===== config.mk =====
export PLATFORM = sky130hd
export DESIGN_NAME = complementary_roll_filter
export DESIGN_NICKNAME = d
export VERILOG_FILES = /design/src/design/crf_pkg.sv /design/src/design/complementary_roll_filter.sv /design/src/design/crf_mul.sv /design/src/design/crf_cordic.sv
export SDC_FILE = /design/constraint.sdc
export NUM_CORES = 2
export LEC_CHECK = 0
export CAP_MARGIN = 10
export CORE_UTILIZATION = 45
export CTS_BUF_LIST = sky130_fd_sc_hd__clkbuf_16
export CTS_CLUSTER_DIAMETER = 200
export DETAILED_ROUTE_END_ITERATION = 12
export DONT_BUFFER_PORTS = 1
export RECOVER_POWER = 100
export SYNTH_ARGS = -nofsm -noshare
export SYNTH_HDL_FRONTEND = slang
export SYNTH_HIERARCHICAL = 1
export SYNTH_SLANG_ARGS = --single-unit

===== constraint.sdc =====
create_clock -name clk -period 16.5 [get_ports clk]
set_clock_uncertainty 0.2 [all_clocks]
set_input_delay 2.475 -clock clk [delete_from_list [all_inputs] [get_ports clk]]
set_output_delay 2.475 -clock clk [all_outputs]
set_load 0.005 [all_outputs]

===== src/design/crf_pkg.sv =====
package crf_pkg;

  localparam int CORDIC_STEPS = 16;
  localparam int ATAN_LEN = 24;
  localparam int AW = 17;                 // angle width, Q8.8 degrees
  localparam int CW = 34;                 // cordic x/y width (16 bit << 8, growth)
  localparam int ZW = 28;                 // cordic z width, Q11.16 degrees
  localparam int SW = $clog2(ATAN_LEN);
  localparam int MW = 18;                 // multiplier operand width of the serial multiplier
  localparam int PW = 40;                 // product accumulator width
  localparam int MCW = $clog2(MW + 1);

  localparam logic signed [AW-1:0] DEG180 = 17'sd46080;
  localparam logic signed [AW+1:0] DEG360 = 19'sd92160;

  localparam logic [1:0] REG_BLEND  = 2'd0;
  localparam logic [1:0] REG_PERIOD = 2'd1;
  localparam logic [1:0] REG_OFFSET = 2'd2;

  typedef enum logic [2:0] {
    ST_IDLE,
    ST_INC,
    ST_CORDIC,
    ST_MIX_A,
    ST_MIX_B,
    ST_OUT
  } state_t;

  // bit-serial multiply request and status
  typedef struct packed {
    logic                 start;
    logic signed [PW-1:0] a;
    logic [MW-1:0]        b;
  } mul_req_t;

  typedef struct packed {
    logic                 done;
    logic signed [PW-1:0] prod;
  } mul_rsp_t;

  function automatic logic [ZW-1:0] atan_q16(input logic [SW-1:0] i);
    case (i)
      5'd0: atan_q16 = 28'd2949120;
      5'd1: atan_q16 = 28'd1740967;
      5'd2: atan_q16 = 28'd919879;
      5'd3: atan_q16 = 28'd466945;
      5'd4: atan_q16 = 28'd234379;
      5'd5: atan_q16 = 28'd117304;
      5'd6: atan_q16 = 28'd58666;
      5'd7: atan_q16 = 28'd29335;
      5'd8: atan_q16 = 28'd14668;
      5'd9: atan_q16 = 28'd7334;
      5'd10: atan_q16 = 28'd3667;
      5'd11: atan_q16 = 28'd1833;
      5'd12: atan_q16 = 28'd917;
      5'd13: atan_q16 = 28'd458;
      5'd14: atan_q16 = 28'd229;
      5'd15: atan_q16 = 28'd115;
      5'd16: atan_q16 = 28'd57;
      5'd17: atan_q16 = 28'd29;
      5'd18: atan_q16 = 28'd14;
      5'd19: atan_q16 = 28'd7;
      5'd20: atan_q16 = 28'd4;
      5'd21: atan_q16 = 28'd2;
      5'd22: atan_q16 = 28'd1;
      default: atan_q16 = '0;
    endcase
  endfunction

  // single wrap by 360 then clamp to +/-180
  function automatic logic signed [AW-1:0] wrap(input logic signed [PW-1:0] v);
    logic signed [PW-1:0] w;
    w = v;
    if (v > PW'(DEG180)) w = v - PW'(DEG360);
    else if (v < -PW'(DEG180)) w = v + PW'(DEG360);
    if (w > PW'(DEG180)) w = PW'(DEG180);
    if (w < -PW'(DEG180)) w = -PW'(DEG180);
    wrap = w[AW-1:0];
  endfunction

endpackage


===== src/design/complementary_roll_filter.sv =====
// channel  direction  handshake       payload
// in       input      valid / stall   gyro_rate, accel_y, accel_z
// out      output     valid / stall   fused_angle, gyro_angle, accel_roll
// cfg      input      valid / ready   index, data
// one item runs from its input transfer to the next possible transfer through
// the increment multiply (18 bit steps in a shared shift-and-add unit) with 16
// cordic steps in parallel with it, a hand-off state, two blend multiplies, the
// load of the output register and a return to idle, where the next input can
// be taken.
// reset is synchronous and restores the register defaults and zero state.
// a result waits in the output register while out_stall is high; the next item
// is computed meanwhile and then holds the input stalled until that register
// is free.
module complementary_roll_filter (
  input  logic                            clk,
  input  logic                            rst,
  input  logic                            in_valid,
  output logic                            in_stall,
  input  logic signed [15:0]              gyro_rate,
  input  logic signed [15:0]              accel_y,
  input  logic signed [15:0]              accel_z,
  output logic                            out_valid,
  input  logic                            out_stall,
  output logic signed [crf_pkg::AW-1:0]   fused_angle,
  output logic signed [crf_pkg::AW-1:0]   gyro_angle,
  output logic signed [crf_pkg::AW-1:0]   accel_roll,
  input  logic                            cfg_valid,
  output logic                            cfg_ready,
  input  logic [1:0]                      cfg_index,
  input  logic [16:0]                     cfg_data
);

  crf_pkg::state_t state, state_next;
  crf_pkg::mul_req_t mreq;
  crf_pkg::mul_rsp_t mrsp;

  logic [15:0] blend_weight, sample_period;
  logic signed [crf_pkg::AW-1:0] roll_offset;
  logic signed [15:0] last_rate, rate;
  logic signed [crf_pkg::AW-1:0] last_gyro, last_fused, gyro_new;
  logic signed [crf_pkg::PW-1:0] inc, mix;
  logic signed [crf_pkg::AW-1:0] roll;
  logic cstart, cdone, cdone_seen;
  logic out_free;
  logic signed [crf_pkg::AW+1:0] cangle;
  logic signed [crf_pkg::PW-1:0] inc_calc, mix_sum;

  crf_mul u_mul (.clk(clk), .rst(rst), .req(mreq), .rsp(mrsp));
  crf_cordic u_cordic (
    .clk(clk), .rst(rst), .start(cstart), .num(accel_z), .den(accel_y),
    .done(cdone), .angle(cangle)
  );

  assign cfg_ready = 1'b1;
  assign in_stall = (state != crf_pkg::ST_IDLE);
  assign cstart = in_valid && !in_stall;
  assign out_free = !out_valid || !out_stall;

  assign inc_calc = (mrsp.prod + crf_pkg::PW'(16384)) >>> 15;
  assign mix_sum = mix + mrsp.prod + crf_pkg::PW'(32768);

  always_comb begin
    state_next = state;
    case (state)
      crf_pkg::ST_IDLE:   if (cstart) state_next = crf_pkg::ST_INC;
      crf_pkg::ST_INC:    if (mrsp.done) state_next = crf_pkg::ST_CORDIC;
      crf_pkg::ST_CORDIC: if (cdone || cdone_seen) state_next = crf_pkg::ST_MIX_A;
      crf_pkg::ST_MIX_A:  if (mrsp.done) state_next = crf_pkg::ST_MIX_B;
      crf_pkg::ST_MIX_B:  if (mrsp.done) state_next = crf_pkg::ST_OUT;
      crf_pkg::ST_OUT:    if (out_free) state_next = crf_pkg::ST_IDLE;
      default:            state_next = crf_pkg::ST_IDLE;
    endcase
  end

  always_comb begin
    mreq.start = 1'b0;
    mreq.a = '0;
    mreq.b = '0;
    case (state)
      crf_pkg::ST_IDLE: begin
        mreq.start = cstart;
        mreq.a = crf_pkg::PW'(last_rate) + crf_pkg::PW'(gyro_rate);
        mreq.b = crf_pkg::MW'(sample_period);
      end
      crf_pkg::ST_CORDIC: begin
        mreq.start = cdone || cdone_seen;
        mreq.a = crf_pkg::PW'(last_fused) - inc;
        mreq.b = crf_pkg::MW'(blend_weight);
      end
      crf_pkg::ST_MIX_A: begin
        mreq.start = mrsp.done;
        mreq.a = crf_pkg::PW'(roll);
        mreq.b = crf_pkg::MW'(18'd65536 - crf_pkg::MW'(blend_weight));
      end
      default: ;
    endcase
  end

  always_ff @(posedge clk) begin
    if (rst) begin
      state <= crf_pkg::ST_IDLE;
      blend_weight <= 16'd64225;
      sample_period <= 16'd655;
      roll_offset <= -17'sd23040;
      last_rate <= '0;
      last_gyro <= '0;
      last_fused <= '0;
      cdone_seen <= 1'b0;
      out_valid <= 1'b0;
    end else begin
      state <= state_next;
      if (cfg_valid) begin
        case (cfg_index)
          crf_pkg::REG_BLEND:  blend_weight <= cfg_data[15:0];
          crf_pkg::REG_PERIOD: sample_period <= cfg_data[15:0];
          crf_pkg::REG_OFFSET: roll_offset <= cfg_data;
          default: ;
        endcase
      end
      if (cstart) begin
        rate <= gyro_rate;
        cdone_seen <= 1'b0;
      end
      if (cdone) begin
        cdone_seen <= 1'b1;
        roll <= crf_pkg::wrap(crf_pkg::PW'(cangle) + crf_pkg::PW'(roll_offset));
      end
      if (state == crf_pkg::ST_INC && mrsp.done) begin
        inc <= inc_calc;
        gyro_new <= crf_pkg::wrap(crf_pkg::PW'(last_gyro) - inc_calc);
      end
      if (state == crf_pkg::ST_MIX_A && mrsp.done) mix <= mrsp.prod;
      if (state == crf_pkg::ST_MIX_B && mrsp.done) begin
        last_fused <= crf_pkg::wrap(mix_sum >>> 16);
        last_gyro <= gyro_new;
        last_rate <= rate;
      end
      // output register takes the finished item once it is empty or transferring
      if (state == crf_pkg::ST_OUT && out_free) begin
        out_valid <= 1'b1;
        fused_angle <= last_fused;
        gyro_angle <= last_gyro;
        accel_roll <= roll;
      end else if (!out_stall) begin
        out_valid <= 1'b0;
      end
    end
  end

endmodule


===== src/design/crf_mul.sv =====
module crf_mul (
  input  logic              clk,
  input  logic              rst,
  input  crf_pkg::mul_req_t req,
  output crf_pkg::mul_rsp_t rsp
);

  logic signed [crf_pkg::PW-1:0] a;
  logic [crf_pkg::MW-1:0]        b;
  logic signed [crf_pkg::PW-1:0] acc;
  logic [crf_pkg::MCW-1:0]       cnt;
  logic                          busy;
  logic                          done;

  // shift-and-add, one multiplier bit per cycle
  always_ff @(posedge clk) begin
    if (rst) begin
      busy <= 1'b0;
      done <= 1'b0;
    end else begin
      done <= 1'b0;
      if (req.start) begin
        busy <= 1'b1;
        a <= req.a;
        b <= req.b;
        acc <= '0;
        cnt <= '0;
      end else if (busy) begin
        if (b[0]) acc <= acc + a;
        a <= a <<< 1;
        b <= b >> 1;
        cnt <= cnt + 1'b1;
        if (cnt == crf_pkg::MCW'(crf_pkg::MW - 1)) begin
          busy <= 1'b0;
          done <= 1'b1;
        end
      end
    end
  end

  assign rsp = '{done: done, prod: acc};

endmodule


===== src/design/crf_cordic.sv =====
module crf_cordic (
  input  logic                           clk,
  input  logic                           rst,
  input  logic                           start,
  input  logic signed [15:0]             num,
  input  logic signed [15:0]             den,
  output logic                           done,
  output logic signed [crf_pkg::AW+1:0]  angle
);

  logic signed [crf_pkg::CW-1:0] x, y;
  logic signed [crf_pkg::ZW-1:0] z;
  logic [crf_pkg::SW-1:0]        step;
  logic                          busy, zero;
  logic signed [crf_pkg::CW-1:0] xs, ys;
  logic signed [crf_pkg::ZW-1:0] at, zr;

  assign xs = x >>> step;
  assign ys = y >>> step;
  assign at = $signed(crf_pkg::atan_q16(step));
  assign zr = z + crf_pkg::ZW'(128);
  assign angle = zero ? '0 : (crf_pkg::AW+2)'(zr >>> 8);

  always_ff @(posedge clk) begin
    if (rst) begin
      busy <= 1'b0;
      done <= 1'b0;
    end else begin
      done <= 1'b0;
      if (start) begin
        busy <= 1'b1;
        step <= '0;
        zero <= (num == 0) && (den == 0);
        if (den < 0) begin
          x <= -(crf_pkg::CW'(den) <<< 8);
          y <= -(crf_pkg::CW'(num) <<< 8);
          z <= (num >= 0) ? crf_pkg::ZW'(46080 * 256) : -crf_pkg::ZW'(46080 * 256);
        end else begin
          x <= crf_pkg::CW'(den) <<< 8;
          y <= crf_pkg::CW'(num) <<< 8;
          z <= '0;
        end
      end else if (busy) begin
        if (y > 0) begin
          x <= x + ys;
          y <= y - xs;
          z <= z + at;
        end else begin
          x <= x - ys;
          y <= y + xs;
          z <= z - at;
        end
        step <= step + 1'b1;
        if (step == crf_pkg::SW'(crf_pkg::CORDIC_STEPS - 1)) begin
          busy <= 1'b0;
          done <= 1'b1;
        end
      end
    end
  end

endmodule

==> impl_metrics.py <==
metrics = {
    "yosys": {
        "ys_ff_latch": 500,
        "synth_area_sq_um": 44100,
        "async_flop_share_pct": 0,
        "syn_nets": 5290,
        "synth_top_flop_cell": "edfxtp_1",
        "netlist_instances": 4907,
        "synth_edf_count": 370,
        "synth_cell_types": 131,
        "synth-seq-area-share_pct": 31.1,
        "yosysWarningCount": 6,
        "synth.avg_cell_area_sq_um": 8.98,
    },
    "finish": {
        "nFillCells": 9235,
        "drive_gt1_share_pct": 8.09,
        "fin_nets": 5185,
        "seq_area_sq_um": 13700,
        "diodes": 0,
        "area_growth_pct": 6.67,
        "multi_input_area_sq_um": 28500,
    },
    "timing": {
        "finalHoldViolCount": 0,
        "worst_slew_pin_slew_ns": 3.88,
        "fmax_mhz": 84.8,
        "finalSetupViolations": 0,
        "relSlewSlack_pct": -159,
        "finalCriticalPeriod_ns": 11.80,
        "final.period_utilization_pct": 71.5,
        "finalMaxSlewViolations": 792,
        "whs_ns": 0.257,
        "rsz0062_at_grt": "false",
        "layout_setup_ws_ns": 4.70,
        "final.setup.tns_ns": 0,
    },
    "die": {
        "die_h_um": 315,
        "start_util_pct": 45.5,
        "io_pins": 126,
        "coreArea_sq_um": 96900,
        "die_w_um": 315,
        "rows": 114,
        "die_area_sq_um": 99200,
    },
    "grt": {
        "grt_use_total_pct": 26.3,
        "grt_max_degree": 108,
        "antenna_found_initial": 1,
        "grt_pass1_vias": 36100,
        "grt_pass1_wl_um": 207000,
        "grt_overflow": 0,
    },
    "placement": {
        "io_buffers": 0,
        "place.gp.congestion": 0.950,
        "dp_hpwl_um": 99700,
        "pre_cts_slack_ns": 8.31,
    },
    "clock_tree": {
        "clk_latency_ns": 0.70,
        "cts_tree": "built",
        "hold_buffers": 0,
        "post-cts-setup-buffers": 0,
        "cts_resized": 0,
        "cts_root_buffer": "clkbuf_16",
        "clkTransAtPathRegs_ns": 0.06,
        "cts.sinks": 500,
        "h-tree-depth": 2,
        "cts.path.max_buffers": 3,
        "cts_buffers": 61,
    },
    "detailed_routing": {
        "final_antenna_net_count": 0,
        "vias": 38000,
        "via_per_inst": 6.20,
        "drt-total-wl_um": 133000,
        "drt_pre_antenna_iters": 11,
        "drc": 12,
        "drt_iter0_markers": 3316,
        "wl_per_cell_um": 21.7,
    },
    "flow_run": {
        "cap_violations": 17,
    },
    "power_and_ir_drop": {
        "p_sw_share_pct": 40.6,
        "internal-power_uw": 3560,
        "pwr-share-seq_pct": 29.2,
        "leakage_uw": 0.0180,
        "p_sw_uw": 2430,
        "pwr-share-comb_pct": 46.8,
        "peakVddDrop_v": 0.000110,
        "pwr_density_cell_nw_per_um2": 128,
        "pwr-share-clk_pct": 24.1,
        "power.total_uw": 5990,
    },
    "min_path": {
        "min_path_type": "reg2reg",
    },
    "critical_path": {
        "worstSetupStartpointType": "register",
        "cp.arrival_ns": 11.91,
        "required_ns": 16.61,
        "endpoint_kind": "register",
        "critPathKind": "reg2reg",
        "cp_max_fo": 55,
    },
    "outcome": {
        "violations": "design-rule violations, max-capacitance violations, max-slew violations",
        "status": "finished with violations",
    },
}
==> final timing paths <==
path	slack, ns	cells past startpoint	to	startpoint
max	4.70	21	u_cordic/y[28]	u_cordic/step[1]
min reg2reg	0.26	2	sample_period[10]	sample_period[10]
min	0.26	2	sample_period[10]	sample_period[10]
max reg2reg	4.70	21	u_cordic/y[28]	u_cordic/step[1]
==> final cells by class <==
class	count	area share (%)
clock buffer	64	3.41
multi-input combinational	3996	60.7
tap	1276	3.40
timing repair buffer	50	0.599
sequential	500	29.2
inverter	193	1.55
clock inverter	52	1.20
==> logic make-up (layout without fill, tap and decap cells) <==
family | Yosys count | count (layout) | share of synthesized area (%)
other | 2 | 2 | 0.0170
buffers and inverters | 411 | 359 | 3.97
AND/OR/NAND/NOR | 1625 | 1625 | 18.0
AO/OA/AOI/OAI | 1404 | 1404 | 21.3
XOR/XNOR | 384 | 384 | 7.80
multiplexers | 263 | 263 | 8.67
flip-flops | 500 | 500 | 31.1
adder cells (fa/ha/maj) | 318 | 318 | 9.14
==> cell usage in the layout, fill, tap and decap left out, types with 21 or more instances in the layout <==
cell type	instances
a211o_1	30
a211oi_1	52
a21o_1	111
a21oi_1	365
a22oi_1	37
a31oi_1	58
and2_1	35
and3_1	49
buf_4	25
clkbuf_1	25
clkbuf_16	64
dfxtp_1	130
edfxtp_1	370
ha_1	303
inv_1	189
mux2_2	102
mux2i_1	71
mux4_2	64
nand2_1	492
nand2b_1	45
nand3_1	110
nand3b_1	21
nand4_1	43
nor2_1	468
nor2b_1	67
nor3_1	96
nor4_1	38
o211ai_1	36
o21a_1	44
o21ai_0	265
o21bai_1	37
o22ai_1	42
o31ai_1	48
or3_1	30
xnor2_1	235
xor2_1	143
==> stage by stage <==
stage               instances  area (sq um)  utilization (%)
floorplan                4907         44100                -
global placement         6015         45100             46.5
detailed placement       6015         45100             46.5
CTS                      6131         47200             48.8
global route             6131         47000             48.5
finish                   6131         47000             48.5
==> registers in the layout, indices dropped and copies added (netlist names), 5 cells and up <==
register / count
mix: 40
u_mul/a: 40
u_mul/acc: 40
u_cordic/x: 34
u_cordic/y: 34
u_cordic/z: 27
inc: 25
u_cordic/at: 22
u_mul/b: 18
accel_roll: 17
fused_angle: 17
gyro_angle: 17
gyro_new: 17
last_fused: 17
last_gyro: 17
roll: 17
roll_offset: 17
blend_weight: 16
last_rate: 16
rate: 16
sample_period: 16
u_cordic/step: 5
u_mul/cnt: 5
==> power by group through the flow <==
stage,clock network [uW],logic (uW),registers [uW]
final,1440,2800,1750
after floorplan,0,2200,1660
after detailed placement,0,2760,1760
after global placement,0,2740,1760
after global routing,1520,3110,1760
after CTS,1480,2770,1740
==> worst max-delay path: stages, from the launching register on <==
cell       delay (ns)
edfxtp_1         0.98
clkbuf_1         2.07
clkbuf_1         2.21
mux2_1           0.49
mux2i_1          0.26
o21ai_0          0.12
a2111oi_0        0.71
ha_1             0.32
nand4_1          0.25
nor4b_1          0.73
a21oi_1          0.18
xnor2_1          0.31
ha_1             0.32
a211oi_1         0.33
o31ai_1          0.17
a31o_2           0.27
o21ai_0          0.32
o211ai_1         0.22
a311oi_1         0.52
nor2_1           0.11
xnor2_1          0.18
o21ai_0          0.09
==> Yosys cell counts (96+ instances only) <==
| cell | n | area, sq um |
|---|---|---|
| edfxtp_1 | 370 | 11100 |
| mux2_2 | 106 | 1190 |
| inv_1 | 187 | 702 |
| nand2_1 | 492 | 1850 |
| nor3_1 | 96 | 480 |
| nor2_1 | 468 | 1760 |
| clkbuf_1 | 144 | 541 |
| xnor2_1 | 235 | 2060 |
| xor2_1 | 143 | 1250 |
| a21o_1 | 111 | 833 |
| o21ai_0 | 263 | 1320 |
| dfxtp_1 | 130 | 2600 |
| ha_1 | 303 | 3790 |
| a21oi_1 | 366 | 1830 |
| nand3_1 | 110 | 551 |
==> layer usage <==
| layer | vias up | track usage [%] | share of wire (%) |
|---|---|---|---|
| met5 | - | 0 | 0 |
| met4 | 0 | 9.91 | 3.9 |
| li1 | 18200 | - | - |
| met2 | 1245 | 43.5 | 46 |
| met1 | 18300 | 34.9 | 44 |
| met3 | 276 | 3.37 | 5.6 |
No activity file was read; power rests on OpenSTA's default activity.
